[src/sws_pkg.sv]
`timescale 1ns / 1ps
// ----------------------------------------------------------------------------
// sws_pkg
// Shared types, codes and sizes of the sliding window sender.
// ----------------------------------------------------------------------------
package sws_pkg;

  localparam int SEQ_BITS     = 16;
  localparam int PAY_BITS     = 64;
  // slot of a sequence number is its low bits, so the depth is a power of two
  localparam int BUFFER_DEPTH = 8;
  localparam int SLOT_BITS    = $clog2(BUFFER_DEPTH);
  localparam int ENTRY_BITS   = SEQ_BITS + PAY_BITS;
  localparam int WSIZE_BITS   = 3;
  localparam int DUP_BITS     = 3;
  localparam int MAX_RESULTS  = 3;
  localparam int CNT_BITS     = $clog2(MAX_RESULTS + 1);

  localparam logic [WSIZE_BITS-1:0] WSIZE_RESET     = WSIZE_BITS'(4);
  localparam logic [DUP_BITS-1:0]   DUP_FIRST       = DUP_BITS'(1);
  localparam logic [DUP_BITS-1:0]   FAST_RETX_COUNT = DUP_BITS'(4);
  localparam logic [DUP_BITS-1:0]   DUP_COUNT_MAX   = DUP_BITS'(7);

  typedef logic [SEQ_BITS-1:0]   seq_t;
  typedef logic [PAY_BITS-1:0]   pay_t;
  typedef logic [SLOT_BITS-1:0]  slot_t;
  typedef logic [ENTRY_BITS-1:0] entry_t;
  typedef logic [CNT_BITS-1:0]   cnt_t;

  typedef enum logic [1:0] {
    CMD_SEND    = 2'd0,
    CMD_ACK     = 2'd1,
    CMD_TIMEOUT = 2'd2
  } cmd_e;

  typedef enum logic [1:0] {
    KIND_STATUS   = 2'd0,
    KIND_TRANSMIT = 2'd1,
    KIND_START    = 2'd2,
    KIND_STOP     = 2'd3
  } kind_e;

  typedef struct packed {
    kind_e kind;
    seq_t  seq;
    pay_t  payload;
    logic  accepted;
  } res_t;

  typedef struct packed {
    logic                        load;
    cnt_t                        count;
    res_t [MAX_RESULTS-1:0]      res;
  } emit_req_t;

  function automatic res_t mk_res(kind_e kind, seq_t seq, pay_t pay, logic acc);
    res_t r;
    r.kind     = kind;
    r.seq      = seq;
    r.payload  = pay;
    r.accepted = acc;
    return r;
  endfunction

endpackage

[src/sws_ram.sv]
`timescale 1ns / 1ps
// ----------------------------------------------------------------------------
// sws_ram
// Generic single-write, single-read RAM with a registered read port.
// ----------------------------------------------------------------------------
module sws_ram #(
  parameter int WIDTH = 8,
  parameter int DEPTH = 8
) (
  input  logic                     clk_i,
  input  logic                     we_i,
  input  logic [$clog2(DEPTH)-1:0] waddr_i,
  input  logic [WIDTH-1:0]         wdata_i,
  input  logic                     re_i,
  input  logic [$clog2(DEPTH)-1:0] raddr_i,
  output logic [WIDTH-1:0]         rdata_o
);

  logic [WIDTH-1:0] mem_q [DEPTH];
  logic [WIDTH-1:0] rdata_q;

  always_ff @(posedge clk_i) begin
    if (we_i) begin
      mem_q[waddr_i] <= wdata_i;
    end
    if (re_i) begin
      rdata_q <= mem_q[raddr_i];
    end
  end

  assign rdata_o = rdata_q;

endmodule

[src/sws_emit.sv]
`timescale 1ns / 1ps
// ----------------------------------------------------------------------------
// sws_emit
// Result buffer: takes up to three results at once and hands them out one
// beat at a time on the output channel.
// ----------------------------------------------------------------------------
module sws_emit
  import sws_pkg::*;
(
  input  logic      clk_i,
  input  logic      rst_ni,
  input  emit_req_t req_i,
  output logic      ready_o,
  output logic      out_valid_o,
  input  logic      out_stall_i,
  output logic [1:0]          out_kind_o,
  output logic [SEQ_BITS-1:0] seq_number_o,
  output logic [PAY_BITS-1:0] packet_payload_o,
  output logic                accepted_o,
  output logic                last_result_o
);

  res_t [MAX_RESULTS-1:0] res_q, res_d;
  cnt_t                   cnt_q, cnt_d;
  logic                   beat;

  assign out_valid_o = (cnt_q != '0);
  assign beat        = out_valid_o && !out_stall_i;
  // free now, or the last result leaves in this cycle
  assign ready_o     = (cnt_q == '0) || ((cnt_q == cnt_t'(1)) && !out_stall_i);

  always_comb begin
    res_d = res_q;
    cnt_d = cnt_q;
    if (req_i.load) begin
      res_d = req_i.res;
      cnt_d = req_i.count;
    end else if (beat) begin
      for (int i = 0; i < MAX_RESULTS - 1; i++) begin
        res_d[i] = res_q[i+1];
      end
      cnt_d = cnt_q - cnt_t'(1);
    end
  end

  always_ff @(posedge clk_i or negedge rst_ni) begin
    if (!rst_ni) begin
      cnt_q <= '0;
    end else begin
      cnt_q <= cnt_d;
    end
  end

  always_ff @(posedge clk_i) begin
    res_q <= res_d;
  end

  assign out_kind_o       = res_q[0].kind;
  assign seq_number_o     = res_q[0].seq;
  assign packet_payload_o = res_q[0].payload;
  assign accepted_o       = res_q[0].accepted;
  assign last_result_o    = (cnt_q == cnt_t'(1));

`ifndef NO_ASSERTIONS
  a_load_when_ready: assert property (@(posedge clk_i) disable iff (!rst_ni)
    req_i.load |-> ready_o)
    else $error("result load while buffer busy");

  a_load_shows: assert property (@(posedge clk_i) disable iff (!rst_ni)
    req_i.load |=> out_valid_o)
    else $error("loaded results not presented");

  a_last_drains: assert property (@(posedge clk_i) disable iff (!rst_ni)
    (beat && last_result_o && !req_i.load) |=> !out_valid_o)
    else $error("beat after last result");
`endif

endmodule

[src/sws_engine.sv]
`timescale 1ns / 1ps
// ----------------------------------------------------------------------------
// sws_engine
// Command sequencer: window state, duplicate ack tracking and access to the
// retransmit buffer memory.
// ----------------------------------------------------------------------------
module sws_engine
  import sws_pkg::*;
(
  input  logic                  clk_i,
  input  logic                  rst_ni,
  input  logic                  in_valid_i,
  output logic                  in_stall_o,
  input  logic [1:0]            command_i,
  input  logic [PAY_BITS-1:0]   payload_i,
  input  logic [SEQ_BITS-1:0]   ack_number_i,
  input  logic                  checksum_ok_i,
  input  logic [SEQ_BITS-1:0]   timer_seq_i,
  input  logic                  cfg_valid_i,
  output logic                  cfg_ready_o,
  input  logic [WSIZE_BITS-1:0] cfg_window_size_i,
  input  logic                  emit_ready_i,
  output emit_req_t             emit_req_o,
  output logic                  ram_we_o,
  output slot_t                 ram_waddr_o,
  output entry_t                ram_wdata_o,
  output logic                  ram_re_o,
  output slot_t                 ram_raddr_o,
  input  entry_t                ram_rdata_i
);

  localparam logic ST_IDLE = 1'b0;
  localparam logic ST_EXEC = 1'b1;

  logic state_q, state_d;
  seq_t base_q, base_d;
  seq_t next_q, next_d;
  logic full_q, full_d;
  seq_t dval_q, dval_d;
  logic dv_q, dv_d;
  logic [DUP_BITS-1:0]   dcnt_q, dcnt_d;
  logic [WSIZE_BITS-1:0] wsize_q;

  // latched command fields
  logic [1:0] cmd_q;
  pay_t       pay_q;
  seq_t       ack_q;
  logic       ck_q;
  seq_t       tseq_q;

  seq_t win, inflight, ack_off, next_inc, ack_inc, in_ack_inc;
  seq_t rd_seq;
  pay_t rd_pay;
  res_t [MAX_RESULTS-1:0] res;
  cnt_t count;

  assign in_stall_o  = (state_q != ST_IDLE);
  assign cfg_ready_o = 1'b1;

  // retransmit slot is read as the command is taken, data is back in exec
  assign in_ack_inc  = ack_number_i + seq_t'(1);
  assign ram_re_o    = (state_q == ST_IDLE) && in_valid_i;
  assign ram_raddr_o = (command_i == CMD_TIMEOUT) ? timer_seq_i[SLOT_BITS-1:0]
                                                  : in_ack_inc[SLOT_BITS-1:0];
  assign rd_seq      = ram_rdata_i[ENTRY_BITS-1 -: SEQ_BITS];
  assign rd_pay      = ram_rdata_i[PAY_BITS-1:0];

  assign ram_waddr_o = next_q[SLOT_BITS-1:0];
  assign ram_wdata_o = {next_q, pay_q};

  always_comb begin
    if (SEQ_BITS'(wsize_q) < SEQ_BITS'(BUFFER_DEPTH)) begin
      win = SEQ_BITS'(wsize_q);
    end else begin
      win = SEQ_BITS'(BUFFER_DEPTH);
    end
  end

  assign inflight = next_q - base_q;
  assign ack_off  = ack_q - base_q;
  assign next_inc = next_q + seq_t'(1);
  assign ack_inc  = ack_q + seq_t'(1);

  always_comb begin
    state_d  = state_q;
    base_d   = base_q;
    next_d   = next_q;
    full_d   = full_q;
    dval_d   = dval_q;
    dv_d     = dv_q;
    dcnt_d   = dcnt_q;
    ram_we_o = 1'b0;
    res      = '0;
    count    = '0;
    case (state_q)
      ST_IDLE: begin
        if (in_valid_i) begin
          state_d = ST_EXEC;
        end
      end
      ST_EXEC: begin
        if (emit_ready_i) begin
          state_d = ST_IDLE;
          case (cmd_q)
            CMD_SEND: begin
              if (full_q || (inflight >= win)) begin
                res[0] = mk_res(KIND_STATUS, next_q, '0, 1'b0);
                count  = cnt_t'(1);
              end else begin
                ram_we_o = 1'b1;
                if (base_q == next_q) begin
                  res[0] = mk_res(KIND_START, next_q, '0, 1'b0);
                  res[1] = mk_res(KIND_TRANSMIT, next_q, pay_q, 1'b0);
                  res[2] = mk_res(KIND_STATUS, next_q, '0, 1'b1);
                  count  = cnt_t'(3);
                end else begin
                  res[0] = mk_res(KIND_TRANSMIT, next_q, pay_q, 1'b0);
                  res[1] = mk_res(KIND_STATUS, next_q, '0, 1'b1);
                  count  = cnt_t'(2);
                end
                next_d = next_inc;
                if ((next_inc - base_q) == win) begin
                  full_d = 1'b1;
                end
              end
            end
            CMD_ACK: begin
              if (ck_q) begin
                if (ack_off < inflight) begin
                  base_d = ack_inc;
                  res[0] = mk_res(KIND_STOP, base_q, '0, 1'b0);
                  if (ack_inc == next_q) begin
                    full_d = 1'b0;
                    count  = cnt_t'(1);
                  end else begin
                    res[1] = mk_res(KIND_START, ack_inc, '0, 1'b0);
                    count  = cnt_t'(2);
                  end
                end else if (dv_q && (dval_q == ack_q)) begin
                  if (dcnt_q < DUP_COUNT_MAX) begin
                    dcnt_d = dcnt_q + DUP_BITS'(1);
                    if (dcnt_d == FAST_RETX_COUNT) begin
                      res[0] = mk_res(KIND_STOP, ack_inc, '0, 1'b0);
                      res[1] = mk_res(KIND_START, ack_inc, '0, 1'b0);
                      res[2] = mk_res(KIND_TRANSMIT, rd_seq, rd_pay, 1'b0);
                      count  = cnt_t'(3);
                    end
                  end
                end else begin
                  dval_d = ack_q;
                  dv_d   = 1'b1;
                  dcnt_d = DUP_FIRST;
                end
              end
            end
            CMD_TIMEOUT: begin
              res[0] = mk_res(KIND_STOP, tseq_q, '0, 1'b0);
              res[1] = mk_res(KIND_START, tseq_q, '0, 1'b0);
              res[2] = mk_res(KIND_TRANSMIT, rd_seq, rd_pay, 1'b0);
              count  = cnt_t'(3);
            end
            default: begin
              count = '0;
            end
          endcase
        end
      end
      default: begin
        state_d = ST_IDLE;
      end
    endcase
    emit_req_o.load  = (count != '0);
    emit_req_o.count = count;
    emit_req_o.res   = res;
  end

  always_ff @(posedge clk_i or negedge rst_ni) begin
    if (!rst_ni) begin
      state_q <= ST_IDLE;
      base_q  <= '0;
      next_q  <= '0;
      full_q  <= 1'b0;
      dval_q  <= '0;
      dv_q    <= 1'b0;
      dcnt_q  <= '0;
      wsize_q <= WSIZE_RESET;
    end else begin
      state_q <= state_d;
      base_q  <= base_d;
      next_q  <= next_d;
      full_q  <= full_d;
      dval_q  <= dval_d;
      dv_q    <= dv_d;
      dcnt_q  <= dcnt_d;
      if (cfg_valid_i && cfg_ready_o) begin
        wsize_q <= cfg_window_size_i;
      end
    end
  end

  always_ff @(posedge clk_i) begin
    if ((state_q == ST_IDLE) && in_valid_i) begin
      cmd_q  <= command_i;
      pay_q  <= payload_i;
      ack_q  <= ack_number_i;
      ck_q   <= checksum_ok_i;
      tseq_q <= timer_seq_i;
    end
  end

`ifndef NO_ASSERTIONS
  a_write_on_send: assert property (@(posedge clk_i) disable iff (!rst_ni)
    ram_we_o |-> (state_q == ST_EXEC) && (cmd_q == CMD_SEND))
    else $error("buffer write outside a send");

  a_flight_bound: assert property (@(posedge clk_i) disable iff (!rst_ni)
    inflight <= seq_t'(BUFFER_DEPTH))
    else $error("more packets in flight than buffer slots");

  a_full_nonempty: assert property (@(posedge clk_i) disable iff (!rst_ni)
    full_q |-> (next_q != base_q))
    else $error("window full with nothing in flight");

  a_load_nonzero: assert property (@(posedge clk_i) disable iff (!rst_ni)
    emit_req_o.load |-> (emit_req_o.count != '0) && (state_q == ST_EXEC))
    else $error("empty result load");
`endif

endmodule

[src/sliding_window_sender_top.sv]
`timescale 1ns / 1ps
// ----------------------------------------------------------------------------
// sliding_window_sender_top
// Go-back-N sender window with fast retransmit and a retransmit buffer.
//
// Input channel (in_valid_i / in_stall_o) takes one command a beat: send,
// ack or timeout. The output channel (out_valid_o / out_stall_i) gives zero
// to three result beats per command, last_result_o marking the final one.
// The config channel writes window_size whenever cfg_valid_i is high; the
// user must see that it is written only while the block is idle, as the
// block does not enforce this. A taken command is latched; the exec state
// builds its results and, once the result buffer is free, registers them
// into it for the output. A new command can be taken while earlier results
// still drain; the pace is set by the registered read of the retransmit
// memory and by the buffer handing out one beat per cycle unless stalled.
// Reset clears the window, the duplicate ack tracking and sets window_size
// to 4; buffer contents are left as they are. While the receiver stalls the
// held result stays put, one more command may be taken and then in_stall_o
// rises until the buffer drains.
// ----------------------------------------------------------------------------
module sliding_window_sender_top
  import sws_pkg::*;
(
  input  logic                  clk_i,
  input  logic                  rst_ni,
  input  logic                  in_valid_i,
  output logic                  in_stall_o,
  input  logic [1:0]            command_i,
  input  logic [PAY_BITS-1:0]   payload_i,
  input  logic [SEQ_BITS-1:0]   ack_number_i,
  input  logic                  checksum_ok_i,
  input  logic [SEQ_BITS-1:0]   timer_seq_i,
  output logic                  out_valid_o,
  input  logic                  out_stall_i,
  output logic [1:0]            out_kind_o,
  output logic [SEQ_BITS-1:0]   seq_number_o,
  output logic [PAY_BITS-1:0]   packet_payload_o,
  output logic                  accepted_o,
  output logic                  last_result_o,
  input  logic                  cfg_valid_i,
  output logic                  cfg_ready_o,
  input  logic [WSIZE_BITS-1:0] cfg_window_size_i
);

  emit_req_t emit_req;
  logic      emit_ready;
  logic      ram_we, ram_re;
  slot_t     ram_waddr, ram_raddr;
  entry_t    ram_wdata, ram_rdata;

  sws_ram #(
    .WIDTH (ENTRY_BITS),
    .DEPTH (BUFFER_DEPTH)
  ) u_buf (
    .clk_i   (clk_i),
    .we_i    (ram_we),
    .waddr_i (ram_waddr),
    .wdata_i (ram_wdata),
    .re_i    (ram_re),
    .raddr_i (ram_raddr),
    .rdata_o (ram_rdata)
  );

  sws_engine u_engine (
    .clk_i             (clk_i),
    .rst_ni            (rst_ni),
    .in_valid_i        (in_valid_i),
    .in_stall_o        (in_stall_o),
    .command_i         (command_i),
    .payload_i         (payload_i),
    .ack_number_i      (ack_number_i),
    .checksum_ok_i     (checksum_ok_i),
    .timer_seq_i       (timer_seq_i),
    .cfg_valid_i       (cfg_valid_i),
    .cfg_ready_o       (cfg_ready_o),
    .cfg_window_size_i (cfg_window_size_i),
    .emit_ready_i      (emit_ready),
    .emit_req_o        (emit_req),
    .ram_we_o          (ram_we),
    .ram_waddr_o       (ram_waddr),
    .ram_wdata_o       (ram_wdata),
    .ram_re_o          (ram_re),
    .ram_raddr_o       (ram_raddr),
    .ram_rdata_i       (ram_rdata)
  );

  sws_emit u_emit (
    .clk_i            (clk_i),
    .rst_ni           (rst_ni),
    .req_i            (emit_req),
    .ready_o          (emit_ready),
    .out_valid_o      (out_valid_o),
    .out_stall_i      (out_stall_i),
    .out_kind_o       (out_kind_o),
    .seq_number_o     (seq_number_o),
    .packet_payload_o (packet_payload_o),
    .accepted_o       (accepted_o),
    .last_result_o    (last_result_o)
  );

endmodule
[config.mk]
export PLATFORM = sky130hd
export DESIGN_NAME = sliding_window_sender_top
export DESIGN_NICKNAME = d
export VERILOG_FILES = /design/src/sws_pkg.sv /design/src/sws_ram.sv /design/src/sws_emit.sv /design/src/sws_engine.sv /design/src/sliding_window_sender_top.sv
export SDC_FILE = /design/constraint.sdc
export NUM_CORES = 1
export LEC_CHECK = 0
export BUFFER_PORTS_ARGS = -buffer_cell sky130_fd_sc_hd__clkbuf_2
export CAP_MARGIN = 15
export CORE_ASPECT_RATIO = 0.8
export CORE_MARGIN = 1.5
export CORE_UTILIZATION = 50
export DETAILED_ROUTE_END_ITERATION = 7
export PLACE_DENSITY = 0.69
export SYNTH_ARGS = -nofsm -noshare
export SYNTH_HDL_FRONTEND = slang
export SYNTH_SLANG_ARGS = --single-unit
export TNS_END_PERCENT = 50
[constraint.sdc]
create_clock -name clk_i -period 33.1 [get_ports clk_i]
set_clock_uncertainty 0.1 [all_clocks]
set_input_delay 1.655 -clock clk_i [delete_from_list [all_inputs] [get_ports clk_i]]
set_output_delay 1.655 -clock clk_i [all_outputs]
set_load 0.005 [all_outputs]
==> results.ini, run 1 <==
[yosys]
synthAdderAreaFrac_pct = 1.977
synth_area_mm2 = 0.04733
synth.area.mux_share_pct = 10.46
synth_edf_count = 1067
synthTopCellsByArea = edfxtp_1, mux4_2, dfrtp_1
synth_compound_area_share_pct = 6.603
synthArstFlopShare_pct = 5.240
synth-simple-area-share_pct = 4.819
synth_cell_types = 86
yosysSeqAreaShare_pct = 70.82
synth_top_family_by_area = multiplexers
syn_nets = 2918
yosysWarnings = 0
synth_top_area_cell = edfxtp_1
ys_ff_latch = 1126
synth_top_area_share_pct = 67.69
synth_xor_xnor_area_share_pct = 2.072
synthCells = 2738
synth_area_per_cell_um2 = 17.29
synth_ff_type = edfxtp_1

[clock_tree]
clk_pin_slew_worst_paths_ns = 0.07
cts-root-buf = clkbuf_16
clock_latency_ns = 0.66
cts_resized = 0
postCtsHoldBufs = 0
clockBufferDepth = 3
tritoncts = yes
htreeDepth = 3
numCtsBuffers = 106
clock-sinks = 1126
cts_setup_buffers = 0

[detailed_routing]
num_vias = 25760
drc = 0
via_per_inst = 6.175
dr.max_layer_used = met4
routed_wl_mm = 112.5
routed-wl-met2_mm = 51.01
drtIter0Drc = 2857
wl_per_cell_um = 26.96
wl_met1_mm = 47.66
met3WireLength_mm = 11.39
ant_nets = 0
dr.pass1.iters = 5

[die]
rows = 100
fp.coreArea_mm2 = 0.09346
start_util_pct = 50.64
io_pins = 194
die_w_um = 347.0
dieHeight_um = 278.2
die_area_mm2 = 0.09653

[worst_setup_path]
cp.required_ns = 33.39
cp.arrival_ns = 7.64
cp-end-kind = flip-flop
critPathMaxFanout = 74
reg2regPathDepth = 22
crit_type = flip-flop to flip-flop
start_kind = flip-flop

[timing]
rsz0062_at_grt = no
finalWorstSetupSlack_ns = 25.75
final-hold-violation-count = 0
slew_headroom_pct = 15.69
worst_pin_slew_ns = 1.265
setup_tns_ns = 0
drv_slew = 0
fin_crit_sh_pct = 22.22
finalSetupViolCount = 0
min_period_ns = 7.355
max_freq_ghz = 0.1360

[power_and_ir_drop]
netSwitchingFraction_pct = 29.81
total_leakage_power_uw = 0.01733
p_seq_share_pct = 48.6
switchingPower_uw = 1200
p_int_uw = 2827
vdd_drop_max_mv = 0.04640
power_density_mw_per_mm2 = 76.94
clock_power_share_pct = 28.5
p_comb_share_pct = 22.9

[global_routing]
grt_usage_pct = 23.14
antenna_found_initial = 4
grt_overflow = 0
grt_max_degree = 153
grt_pass1_wl_mm = 166.4
grt_pass1_vias = 25620

[cells_and_area]
drive_above_1_share_pct = 23.36
nNetsFinal = 3043
synthToLayoutAreaGrowth_pct = 10.60
most-common-layout-cells = edfxtp_1, clkbuf_2, a22o_1, mux4_2, clkbuf_16
layout_commonest_cell = edfxtp_1

[run]
cap_violations = 0

[hold_path]
worstHoldPathType = flip-flop to flip-flop
holdPathStages = 1

[outcome]
outcome = finished clean

[placement]
pre_cts_ws_ns = 25.83
gp_congestion = 0.9184
numPortBuffers = 192
dp_hpwl_mm = 65.77

## stage by stage
stage / power (µW) / hold slack [ns] / cells / cell area, µm² / util (%)
finish: 4027 / 0.4075 / 4172 / 52350 / 56.01
global route: 4192 / 0.4282 / 4171 / 52340 / 56.00
CTS: 4032 / 0.4152 / 4168 / 52330 / 55.99
detailed placement: 2886 / 0.3947 / 3978 / 49100 / 52.54
global placement: 2869 / 0.3953 / 3978 / 49100 / 52.54
floorplan: 2655 / 0.3638 / 2738 / 47330 / -
## power groups by stage
stage	Sequential (µW)	Clock, µW	Combinational, µW
after floorplan	1970	0	681
after global placement	1980	0	893
after detailed placement	1980	0	904
after CTS	1960	1160	910
after global routing	1980	1220	998
final	1960	1150	922
## per-layer routing
metal  GRT usage (%)  vias to the layer above
met5               0                        -
met4           5.859                        0
met3           5.862                      162
met2           34.73                     1326
met1           33.98                    13270
li1                -                    11000
## logic make-up (layout without fill, tap and decap cells)
kind of cell    after synthesis  in the layout
compound gates              429            429
xor+xnor                    108            108
fa+ha+maj                    73             73
buf+inv                     296            503
flops                      1126           1126
mux                         282            282
other cells                   1              4
simple gates                423            423
## synthesized netlist by cell type (all sizes together) (33+ instances only)
library cell	instances
and2	79
xnor2	80
nor2	72
nand3	33
clkbuf	98
ha	70
nand2	96
dfrtp	58
inv	72
mux2	100
buf	125
a21oi	69
mux4	160
o21ai	86
edfxtp	1067
a22o	160
## final cells by class
class | instances | area, µm²
flip-flops and latches | 1126 | 33520
multi-input cells | 1316 | 12410
fillers | 7000 | 41120
repair buffers | 240 | 1375
clock buffers | 139 | 2839
diodes | 3 | 7.507
inverters | 73 | 276.5
well taps | 1224 | 1531
clock inverters | 51 | 385.4
## worst max-delay path: stages (launching register included)
cell and delay (ns):
dfrtp_1 0.83, inv_1 0.27, ha_1 0.30, inv_1 0.08, fa_1 0.24, a211oi_2 0.10, o21bai_1 0.23, o22ai_2 0.15
o21ai_1 0.24, mux2_2 0.38, nor3b_1 0.46, ha_1 0.34, a21o_1 0.16, a21oi_1 0.13, o21ai_0 0.18, a211oi_2 0.19
buf_4 0.32, a221oi_4 0.14, inv_4 0.68, buf_4 0.88, a21oi_1 0.14, o221a_2 0.26, o21bai_1 0.15
## final timing paths
path / from / end / slack (ns)
hold / removal: u_buf.rdata_o[33] / u_emit.res_q[200] / 0.41
min in group asynchronous: rst_ni / u_engine.next_q[11] / 1.11
max in group asynchronous: rst_ni / u_engine.dcnt_q[0] / 31.14
setup reg to reg: u_engine.next_q[0] / u_emit.res_q[150] / 25.75
setup / recovery: u_engine.next_q[0] / u_emit.res_q[150] / 25.75
hold reg to reg: u_buf.rdata_o[33] / u_emit.res_q[200] / 0.41
## flip-flops by register name, summed over array words and instances (netlist names), 3 cells and up
name,flops
u_buf.mem_q,640
u_buf.rdata_o,80
u_emit.packet_payload_o,64
u_emit.res_q,165
u_emit.seq_number_o,16
u_engine.ack_q,16
u_engine.base_q,16
u_engine.dcnt_q,3
u_engine.dval_q,16
u_engine.next_q,16
u_engine.pay_q,64
u_engine.tseq_q,16
u_engine.wsize_q,3
Note: power is estimated with default switching activity, not from simulation.
==> inputs of run 2 (changes only) <==
PLACE_DENSITY = 0.71   (was 0.69)
clock period = 6.6 ns   (was 33.1 ns; I/O delays follow)
==> results.ini, run 2 (synthesized netlist as in run 1, its figures left out) <==
[power_and_ir_drop]
p_seq_share_pct = 48.1  ; -0.5 points
total_leakage_power_uw = 0.01809  ; +4.4%
vdd_drop_max_mv = 0.2985  ; +540%
clock_power_share_pct = 28.9  ; +0.4 points
p_int_uw = 14370  ; +410%
netSwitchingFraction_pct = 29.54  ; -0.27 points
total_power_uw = 20400  ; +410%
p_comb_share_pct = 23.1  ; +0.2 points
power_density_mw_per_mm2 = 376.6  ; +390%
switchingPower_uw = 6025  ; +400%

[die]
dieHeight_um = 278.2  ; unchanged
start_util_pct = 50.64  ; unchanged
io_pins = 194  ; unchanged
fp.coreArea_mm2 = 0.09346  ; unchanged
die_w_um = 347.0  ; unchanged
rows = 100  ; unchanged
die_area_mm2 = 0.09653  ; unchanged

[detailed_routing]
dr.pass1.iters = 6  ; +1
drc = 0  ; unchanged
wl_per_cell_um = 26.40  ; -2.1%
routed_wl_mm = 113.9  ; +1.2%
num_vias = 26180  ; +1.6%
ant_nets = 0  ; unchanged
via_per_inst = 6.071  ; -1.7%
drtIter0Drc = 3250  ; +14%

[placement]
dp_hpwl_mm = 68.41  ; +4.0%
numPortBuffers = 192  ; unchanged
gp_congestion = 0.9605  ; +4.6%

[timing]
fin_crit_sh_pct = 91.19  ; +69 points
slew_headroom_pct = 19.98  ; +4.3 points
max_freq_ghz = 0.1662  ; +22%
finalSetupViolCount = 0  ; unchanged
final-hold-violation-count = 0  ; unchanged
min_period_ns = 6.018  ; -1.336 ns
rsz0062_at_grt = no
drv_slew = 0  ; unchanged
worst_pin_slew_ns = 1.191  ; -0.07328 ns
whs_ns = 0.1433  ; -0.2643 ns

[hold_path]
min-delay-start = out_stall_i
worstHoldPathType = input port to flip-flop

[worst_setup_path]
cp.required_ns = 6.73  ; -26.66 ns
crit_start = u_engine.ack_q[0]
start_kind = flip-flop
cp.arrival_ns = 6.15  ; -1.49 ns
critPathMaxFanout = 107  ; +45%
crit_type = flip-flop to flip-flop
r2r-start = u_engine.ack_q[0]
cp-end-kind = flip-flop

[clock_tree]
clockBufferDepth = 3  ; unchanged
cts_resized = 0  ; unchanged
clock_latency_ns = 0.68  ; +0.02 ns
numCtsBuffers = 103  ; -2.8%
cts-root-buf = clkbuf_16
clock-sinks = 1126  ; unchanged
clk_pin_slew_worst_paths_ns = 0.07  ; about the same
htreeDepth = 3  ; unchanged
tritoncts = yes

[run]
cap_violations = 0  ; unchanged

[global_routing]
grt_usage_pct = 23.50  ; +0.36 points
antenna_found_initial = 0  ; -4
grt_pass1_wl_mm = 169.0  ; +1.5%
grt_max_degree = 151  ; -1.3%
grt_pass1_vias = 26000  ; +1.5%
grt_overflow = 0  ; unchanged

[cells_and_area]
antenna_cells = 0  ; -3
drive_above_1_share_pct = 23.77  ; +0.41 points
nNetsFinal = 3184  ; +4.6%
layout_commonest_cell = edfxtp_1
most-common-layout-cells = edfxtp_1, clkbuf_2, a22o_1, mux4_2, dlygate4sd3_1
fillerInstances = 6704  ; -4.2%
synthToLayoutAreaGrowth_pct = 14.44
largest_reg_flops = 640  ; unchanged
top_register = u_buf.mem_q

[outcome]
outcome = finished clean

==> run 2: cell types whose count changed in the layout (fill, tap and decap cells not counted), sizes merged <==
cell / change
buf: +37
clkinvlp: +2
bufinv: +6
clkbuf: -19
dlygate4sd3: +107
diode: -3
inv: -3
clkinv: +13
==> run 2: through the flow <==
stage | TNS (ns) | area [µm²] | cells | utilization (%) | worst slack, ns
floorplan | -884.18 | 47440 | 2738 | - | -1.920
global placement | 0 | 49760 | 4016 | 53.24 | 0.7937
detailed placement | 0 | 49760 | 4016 | 53.24 | 0.7408
CTS | 0 | 54160 | 4312 | 57.95 | 0.6749
global route | 0 | 54160 | 4312 | 57.95 | 0.2050
finish | 0 | 54160 | 4312 | 57.95 | 0.5817
==> run 2: area by class of cell <==
cell class                 count  area, µm²  area share [%]
sequential                  1126      33520           61.88
multi-input combinational   1316      12490           23.06
timing repair buffer         384       3008           5.553
clock buffer                 120       2663           4.916
tap                         1224       1531           2.827
clock inverter                69      668.1           1.234
inverter                      73      284.0          0.5244
==> run 2: final timing paths <==
kind                                               end  slack (ns)  depth (start not counted)
hold / removal                         u_emit.cnt_q[0]        0.14                          4
setup reg to reg           u_emit.packet_payload_o[38]        0.58                         21
hold reg to reg                     u_engine.base_q[5]        0.41                          2
min in group asynchronous          u_engine.next_q[14]        0.26                          3
max in group asynchronous           u_engine.next_q[0]        5.45                          3
setup / recovery           u_emit.packet_payload_o[38]        0.58                         21
==> run 2: power groups by stage <==
stage | sequential [µW] | combinational [µW] | clock, µW
detailed placement | 9930 | 4600 | 0
global route | 9890 | 5110 | 6240
global placement | 9890 | 4560 | 0
CTS | 9800 | 4680 | 5970
floorplan | 9700 | 3430 | 0
finish | 9800 | 4710 | 5890
==> run 2: routing by layer <==
| layer | GRT usage, % | wire, µm | vias up | share of wire (%) |
|---|---|---|---|---|
| li1 | - | - | 11280 | - |
| met1 | 35.23 | 49500 | 13530 | 43 |
| met2 | 35.83 | 52160 | 1235 | 46 |
| met3 | 4.578 | 10030 | 135 | 8.8 |
| met4 | 5.308 | 2159 | 0 | 1.9 |
| met5 | 0 | 0 | - | 0 |
==> run 2: repair_timing <==
item	4_1_cts	5_1_grt
endpoints found under the hold margin	163	0
setup buffers	0	0
hold buffers	107	0
==> run 2: critical path, stage by stage, from the launching register on <==
cell and delay (ns):
edfxtp_1 0.54, inv_1 0.12, ha_1 0.25, fa_1 0.41, nor2b_1 0.13, o21ai_0 0.11, a21boi_0 0.25, o21ai_0 0.17
a211oi_1 0.32, o31ai_1 0.18, o21bai_1 0.16, a21oi_1 0.10, xnor2_1 0.13, ha_1 0.29, a21o_1 0.16, a21oi_1 0.12
o21ai_0 0.18, a21o_1 0.36, a221oi_4 0.45, buf_12 0.36, o21ai_4 0.14, buf_12 0.21
